## src/tcab_pkg.sv

```systemverilog
`timescale 1ns / 1ps
// Package for the text cell alpha blit: stage counts, codes, types and the
// arithmetic helpers used by the blend pipeline. Depends on nothing.
package tcab_pkg;

	localparam int GLYPH_W   = 21;
	localparam int RGBA_W    = 32;
	localparam int N_W       = 18;
	localparam int BLEND_STG = 9;
	localparam int BG_FIRST  = 2;
	localparam int BG_LAST   = BG_FIRST + BLEND_STG - 1;
	localparam int FG_FIRST  = BG_LAST + 1;
	localparam int FG_LAST   = FG_FIRST + BLEND_STG - 1;
	localparam int NSTG      = FG_LAST + 1;

	localparam logic [GLYPH_W-1:0] SPACE_GLYPH  = 21'd32;
	localparam logic [16:0]        OPAQUE_LIMIT = 17'd65152;
	localparam logic [16:0]        HALF_POINT   = 17'd32640;
	localparam logic [N_W-1:0]     ALPHA_DEN    = 18'd65280;

	typedef enum logic [1:0] {
		REG_FG_FACTOR = 2'd0,
		REG_BG_FACTOR = 2'd1,
		REG_KEY_EN    = 2'd2,
		REG_KEY_RGB   = 2'd3
	} cfg_reg_t;

	typedef enum logic [1:0] {
		MODE_PASS  = 2'd0,
		MODE_COPY  = 2'd1,
		MODE_BLEND = 2'd2
	} mode_t;

	// Cell data carried beside the background blend.
	typedef struct packed {
		mode_t              mode;
		logic [GLYPH_W-1:0] glyph;
		logic [RGBA_W-1:0]  fore;
		logic [RGBA_W-1:0]  back;
		logic               fg_dst_ob;
		logic               fg_src_ob;
		logic [RGBA_W-1:0]  fdst;
		logic [RGBA_W-1:0]  fsrc;
		logic [N_W-1:0]     fn;
	} side_t;

	// Cell data carried beside the foreground blend.
	typedef struct packed {
		mode_t              mode;
		logic [GLYPH_W-1:0] glyph;
		logic [RGBA_W-1:0]  fore;
		logic [RGBA_W-1:0]  back;
	} cell_t;

	// Exact floor(x / 255): reciprocal estimate that is low by at most one,
	// then one compare against the remainder.
	function automatic logic [16:0] div255(input logic [23:0] x);
		logic [40:0] acc;
		logic [16:0] q0;
		logic [24:0] r;
		acc = {17'd0, x} + {9'd0, x, 8'd0} + {1'b0, x, 16'd0};
		q0  = acc[40:24];
		r   = {1'b0, x} + {8'd0, q0} - {q0, 8'd0};
		return (r >= 25'd255) ? q0 + 17'd1 : q0;
	endfunction

	// Two restoring division steps for quotient bits k+1 and k.
	// Returns {bit k+1, bit k, remainder}.
	function automatic logic [18:0] div_step2(input logic [16:0] rem, input logic [7:0] d,
			input logic [2:0] k);
		logic [16:0] dh;
		logic [16:0] dl;
		logic [16:0] r;
		logic        bh;
		logic        bl;
		dh = 17'(d) << (k + 3'd1);
		dl = 17'(d) << k;
		bh = (rem >= dh);
		r  = bh ? rem - dh : rem;
		bl = (r >= dl);
		r  = bl ? r - dl : r;
		return {bh, bl, r};
	endfunction

endpackage

```

## src/tcab_blend.sv

```systemverilog
`timescale 1ns / 1ps
// Nine-stage pipelined source-over blend of two RGBA colors with weight n.
// Depends on tcab_pkg for widths and the divide helpers.
module tcab_blend (
	input  logic                          clk,
	input  logic [tcab_pkg::BLEND_STG-1:0] en,
	input  logic [tcab_pkg::RGBA_W-1:0]   dst,
	input  logic [tcab_pkg::RGBA_W-1:0]   src,
	input  logic [tcab_pkg::N_W-1:0]      n,
	output logic [tcab_pkg::RGBA_W-1:0]   res
);
	import tcab_pkg::*;

	logic [15:0] t_s1;
	logic [25:0] p_s1;
	logic [7:0]  sa_s1, da_s1;
	logic [23:0] sc_s1, dc_s1;
	logic [31:0] dst_s1;

	logic [7:0]  oa_s2, s_s2, da_s2;
	logic [23:0] sc_s2, dc_s2;
	logic [31:0] dst_s2;

	logic [15:0] m_s3 [3];
	logic [15:0] ss_s3 [3];
	logic [7:0]  ns_s3, oa_s3;
	logic [31:0] dst_s3;

	logic [23:0] w_s4 [3];
	logic [15:0] ss_s4 [3];
	logic [7:0]  oa_s4;
	logic [31:0] dst_s4;

	logic [16:0] num_s5 [3];
	logic [7:0]  oa_s5;
	logic [31:0] dst_s5;

	logic [16:0] rem_s6 [3], rem_s7 [3], rem_s8 [3];
	logic [7:0]  q_s6 [3], q_s7 [3], q_s8 [3];
	logic        sat_s6 [3], sat_s7 [3], sat_s8 [3];
	logic [7:0]  oa_s6, oa_s7, oa_s8;
	logic [31:0] dst_s6, dst_s7, dst_s8;

	logic [16:0] tdiv, sdiv;
	logic [16:0] wdiv [3];
	logic [18:0] st6 [3], st7 [3], st8 [3], st9 [3];
	logic [7:0]  chan [3];

	always_comb begin
		tdiv = div255({8'd0, t_s1});
		sdiv = div255({6'd0, p_s1[25:8]});
		for (int c = 0; c < 3; c++) begin
			wdiv[c] = div255(w_s4[c]);
			st6[c]  = div_step2(num_s5[c], oa_s5, 3'd6);
			st7[c]  = div_step2(rem_s6[c], oa_s6, 3'd4);
			st8[c]  = div_step2(rem_s7[c], oa_s7, 3'd2);
			st9[c]  = div_step2(rem_s8[c], oa_s8, 3'd0);
			chan[c] = sat_s8[c] ? 8'hFF : {q_s8[c][7:2], st9[c][18:17]};
		end
	end

	always_ff @(posedge clk) begin
		if (en[0]) begin
			t_s1   <= 16'(dst[7:0]) * 16'(8'd255 - src[7:0]);
			p_s1   <= 26'(src[7:0]) * 26'(n);
			sa_s1  <= src[7:0];
			da_s1  <= dst[7:0];
			sc_s1  <= src[31:8];
			dc_s1  <= dst[31:8];
			dst_s1 <= dst;
		end
		if (en[1]) begin
			oa_s2  <= sa_s1 + tdiv[7:0];
			s_s2   <= (sdiv > 17'd255) ? 8'hFF : sdiv[7:0];
			da_s2  <= da_s1;
			sc_s2  <= sc_s1;
			dc_s2  <= dc_s1;
			dst_s2 <= dst_s1;
		end
		if (en[2]) begin
			for (int c = 0; c < 3; c++) begin
				m_s3[c]  <= 16'(dc_s2[8*c +: 8]) * 16'(da_s2);
				ss_s3[c] <= 16'(sc_s2[8*c +: 8]) * 16'(s_s2);
			end
			ns_s3  <= 8'd255 - s_s2;
			oa_s3  <= oa_s2;
			dst_s3 <= dst_s2;
		end
		if (en[3]) begin
			for (int c = 0; c < 3; c++) begin
				w_s4[c]  <= 24'(m_s3[c]) * 24'(ns_s3);
				ss_s4[c] <= ss_s3[c];
			end
			oa_s4  <= oa_s3;
			dst_s4 <= dst_s3;
		end
		if (en[4]) begin
			for (int c = 0; c < 3; c++)
				num_s5[c] <= {1'b0, ss_s4[c]} + wdiv[c];
			oa_s5  <= oa_s4;
			dst_s5 <= dst_s4;
		end
		if (en[5]) begin
			for (int c = 0; c < 3; c++) begin
				sat_s6[c] <= (num_s5[c] >= {1'b0, oa_s5, 8'd0});
				rem_s6[c] <= st6[c][16:0];
				q_s6[c]   <= {st6[c][18:17], 6'd0};
			end
			oa_s6  <= oa_s5;
			dst_s6 <= dst_s5;
		end
		if (en[6]) begin
			for (int c = 0; c < 3; c++) begin
				sat_s7[c] <= sat_s6[c];
				rem_s7[c] <= st7[c][16:0];
				q_s7[c]   <= {q_s6[c][7:6], st7[c][18:17], 4'd0};
			end
			oa_s7  <= oa_s6;
			dst_s7 <= dst_s6;
		end
		if (en[7]) begin
			for (int c = 0; c < 3; c++) begin
				sat_s8[c] <= sat_s7[c];
				rem_s8[c] <= st8[c][16:0];
				q_s8[c]   <= {q_s7[c][7:4], st8[c][18:17], 2'd0};
			end
			oa_s8  <= oa_s7;
			dst_s8 <= dst_s7;
		end
		if (en[8]) begin
			// A zero output alpha keeps the destination color untouched.
			res <= (oa_s8 == 8'd0) ? dst_s8 : {chan[2], chan[1], chan[0], oa_s8};
		end
	end

endmodule

```

## config.mk

```make
export PLATFORM = sky130hd
export DESIGN_NAME = tcab_blend
export DESIGN_NICKNAME = d
export VERILOG_FILES = /design/src/tcab_pkg.sv /design/src/tcab_blend.sv
export SDC_FILE = /design/constraint.sdc
export NUM_CORES = 2
export LEC_CHECK = 0
export BUFFER_PORTS_ARGS = -buffer_cell sky130_fd_sc_hd__buf_4
export CORE_MARGIN = 1
export CORE_UTILIZATION = 30
export CTS_CLUSTER_SIZE = 40
export DETAILED_ROUTE_END_ITERATION = 6
export PLACE_DENSITY = 0.47
export REMOVE_ABC_BUFFERS = 1
export SETUP_SLACK_MARGIN = 0.4
export SYNTH_ARGS = -nofsm -noshare
export SYNTH_HDL_FRONTEND = slang
export SYNTH_SLANG_ARGS = --single-unit
```

## constraint.sdc

```tcl
create_clock -name clk -period 13.1 [get_ports clk]
set_input_delay 1.965 -clock clk [delete_from_list [all_inputs] [get_ports clk]]
set_output_delay 1.965 -clock clk [all_outputs]
set_load 0.05 [all_outputs]
```

==> results.sh <==
export IMPL_finalHoldViolCount=0
export IMPL_fmax_ghz=0.09282
export IMPL_numCtsBuffers=115
export IMPL_clkTransAtPathRegs_ns=0.06
export IMPL_nets=10280
export IMPL_post_cts_buffers=0
export IMPL_root_buffer="clkbuf_16"
export IMPL_relSlewSlack=0.2437
export IMPL_synthesis_instances=8348
export IMPL_synth_area_per_cell_um2=10.24
export IMPL_status="finished, violations left"
export IMPL_die_h_um=535.8
export IMPL_max_clock_path_buffers=3
export IMPL_syn_to_final_growth_pct=10.91
export IMPL_die_x_um=535.8
export IMPL_clkLatencyLatePin_ns=0.75
export IMPL_final_area_mm2=0.09482
export IMPL_tns_ns=0
export IMPL_num_vias=59220
export IMPL_synth_seq_cells=915
export IMPL_finalWirelength_um=214500
export IMPL_tightest_slew_ns=1.134
export IMPL_firstDrtPassIters=7
export IMPL_violations="DRC"
export IMPL_synth_distinct_cells=93
export IMPL_slowest_delay_ns=0.58
export IMPL_start_util=0.3023
export IMPL_cts_tree="done"
export IMPL_min_period_ns=10.77
export IMPL_grt_total_usage=0.1484
export IMPL_wl_per_cell_um=17.41
export IMPL_grt_pass1_vias=60850
export IMPL_gp_congestion=0.8894
export IMPL_slew_viol_final=0
export IMPL_dpl_cell_area_mm2=0.09086
export IMPL_viasPerCell=4.806
export IMPL_ioPinCount=124
export IMPL_drc=2
export IMPL_cts_hold_buf=0
export IMPL_syn_area_mm2=0.08549
export IMPL_fin_crit_sh=0.8224
export IMPL_rr_worst_depth=38
export IMPL_layout_drive_gt1_share=0.05796
export IMPL_cp_end_kind="flip-flop"
export IMPL_h_tree_depth=3
export IMPL_synth_seq_area_share=0.3214
export IMPL_grt_ovfl_total=0
export IMPL_hpwl_um=171800
export IMPL_setup_viol=0
export IMPL_dieArea_mm2=0.2871
export IMPL_hold_depth=0
export IMPL_ant_nets=0
export IMPL_rsz0062_at_grt="false"
export IMPL_grt_start_max_net_pins=80
export IMPL_synth_edf_count=915
export IMPL_yosysWarnings=0
export IMPL_grt_pass1_wl_um=337200
export IMPL_whs_ns=0.4098
export IMPL_clock_sinks=915
export IMPL_port_buffers=123
export IMPL_row_count=195
export IMPL_worstPathMaxFanout=17
export IMPL_cts_resized=0
export IMPL_max_cap_viol_count=0
export IMPL_synth_ff_type="edfxtp_1"
export IMPL_start_kind="flip-flop"
export IMPL_cpMostUsedCell="a21oi_1"
export IMPL_clock_skew_final_ns=0.04018
export IMPL_first_iter_violations=2905
export IMPL_async_flop_share=0
export IMPL_critPathKind="reg2reg"
export IMPL_hold_class="reg2reg"
export IMPL_arrival_ns=11.28
export IMPL_antenna_found_initial=24
export IMPL_placeableCoreArea_mm2=0.2828
export IMPL_dp_cells=12100
export IMPL_cp_required_ns=13.60
export IMPL_fin_cells=12320
export IMPL_slowest_stage="o31ai_1"
-- placed cells by master, fill, tap and decap left out, types with 51 or more instances in the layout --
| cell type | netlist | routed |
|---|---|---|
| clkbuf_16 | 0 | 116 |
| and3_1 | 51 | 51 |
| xnor2_1 | 366 | 366 |
| a21oi_1 | 357 | 357 |
| buf_4 | 0 | 170 |
| nor2_1 | 338 | 338 |
| nand3_1 | 111 | 111 |
| mux2_2 | 67 | 67 |
| nor2b_1 | 134 | 134 |
| nor3_1 | 104 | 104 |
| nor4_1 | 58 | 58 |
| inv_1 | 1171 | 1171 |
| o21ai_0 | 321 | 321 |
| and2_1 | 516 | 515 |
| edfxtp_1 | 915 | 915 |
| o21a_1 | 54 | 54 |
| a21o_1 | 172 | 172 |
| ha_1 | 1030 | 1030 |
| fa_1 | 681 | 681 |
| nand2_1 | 793 | 793 |
| nand2b_1 | 119 | 119 |
| a21boi_0 | 60 | 59 |
| nand4_1 | 86 | 86 |
| xor2_1 | 107 | 107 |
-- cell families after synthesis --
kind of cell / count (synthesis) / synth area share
simple gates: 2487 / 0.1490
fa+ha+maj: 1711 / 0.3102
buf+inv: 1337 / 0.05885
compound gates: 1317 / 0.09844
flops: 915 / 0.3214
xor+xnor: 473 / 0.04846
mux: 108 / 0.01363
-- registers in the layout, summed over array words and instances (netlist names), 32 cells and up --
signal	flops
w_s4	72
dst_s3	32
res	32
ss_s3	48
num_s5	51
ss_s4	48
rem_s6	51
dst_s6	32
rem_s8	51
dst_s8	32
m_s3	48
dst_s5	32
dst_s4	32
rem_s7	51
dst_s7	32
-- metal layers --
| layer | GRT usage | vias up | share of wire |
|---|---|---|---|
| met2 | 0.2431 | 1042 | 0.45 |
| met4 | 0.04814 | 8 | 0.033 |
| li1 | - | 28850 | - |
| met1 | 0.2007 | 28980 | 0.48 |
| met3 | 0.02103 | 331 | 0.038 |
| met5 | 0 | - | 0.00026 |
-- final timing paths --
kind / to / slack (ns) / startpoint
setup / recovery: num_s5[0][49] / 2.33 / w_s4[0][71]
hold / removal: dst_s8[20] / 0.41 / dst_s7[20]
setup reg to reg: num_s5[0][49] / 2.33 / w_s4[0][71]
hold reg to reg: dst_s8[20] / 0.41 / dst_s7[20]
-- layout make-up --
type                    instances  area [um2]
diodes                          2       5.005
clock buffers                 128        2948
clock inverters                88        1006
fillers                     28490      188000
inverters                    1176        4414
multi-input cells            6096       52990
flip-flops and latches        915       27480
well taps                    3743        4683
repair buffers                172        1299
-- cell usage after synthesis (19+ instances only) --
master | n | area, um2
edfxtp_1 | 915 | 27480
xor2_1 | 107 | 937.2
o211ai_1 | 24 | 180.2
nand4_1 | 86 | 538.0
nor4_1 | 58 | 362.9
o21bai_1 | 34 | 255.2
a21o_1 | 172 | 1291
inv_1 | 1171 | 4395
nor2_1 | 338 | 1269
and2_1 | 516 | 3228
nor3_1 | 104 | 520.5
a21oi_1 | 357 | 1787
o21a_1 | 54 | 405.4
a21boi_0 | 60 | 450.4
a31oi_1 | 27 | 168.9
nand2_1 | 793 | 2977
a211oi_1 | 47 | 352.8
fa_1 | 681 | 13630
a2111oi_0 | 19 | 166.4
or2_2 | 23 | 143.9
nor4b_1 | 23 | 201.4
clkbuf_1 | 149 | 559.3
nand2b_1 | 119 | 744.5
nor2b_1 | 134 | 838.3
and3_1 | 51 | 319.1
mux2i_1 | 41 | 410.4
nand3_1 | 111 | 555.5
o21ai_0 | 321 | 1607
o31ai_1 | 24 | 180.2
or3_1 | 35 | 219.0
ha_1 | 1030 | 12890
xnor2_1 | 366 | 3206
or4_1 | 20 | 150.1
mux2_2 | 67 | 754.5
-- stage by stage --
step | setup WS, ns | util
floorplan | 3.625 | -
global placement | 2.508 | 0.3213
detailed placement | 2.365 | 0.3213
CTS | 2.333 | 0.3353
global route | 1.816 | 0.3353
finish | 2.326 | 0.3353
-- critical path, delay by kind of cell, from the launching register on --
family | cells | cell delay (ns)
muxes | 1 | 0.38
xor gates and xnor gates | 1 | 0.08
AOI/OAI and AO/OA | 19 | 4.92
and+or+nand+nor | 8 | 1.81
adders and majority gates | 6 | 2.33
buffers and inverters | 3 | 0.43
DFF | 1 | 0.54
Power is not shown: default switching activity piles up to over one toggle a cycle in this logic, so the estimate is an artifact.
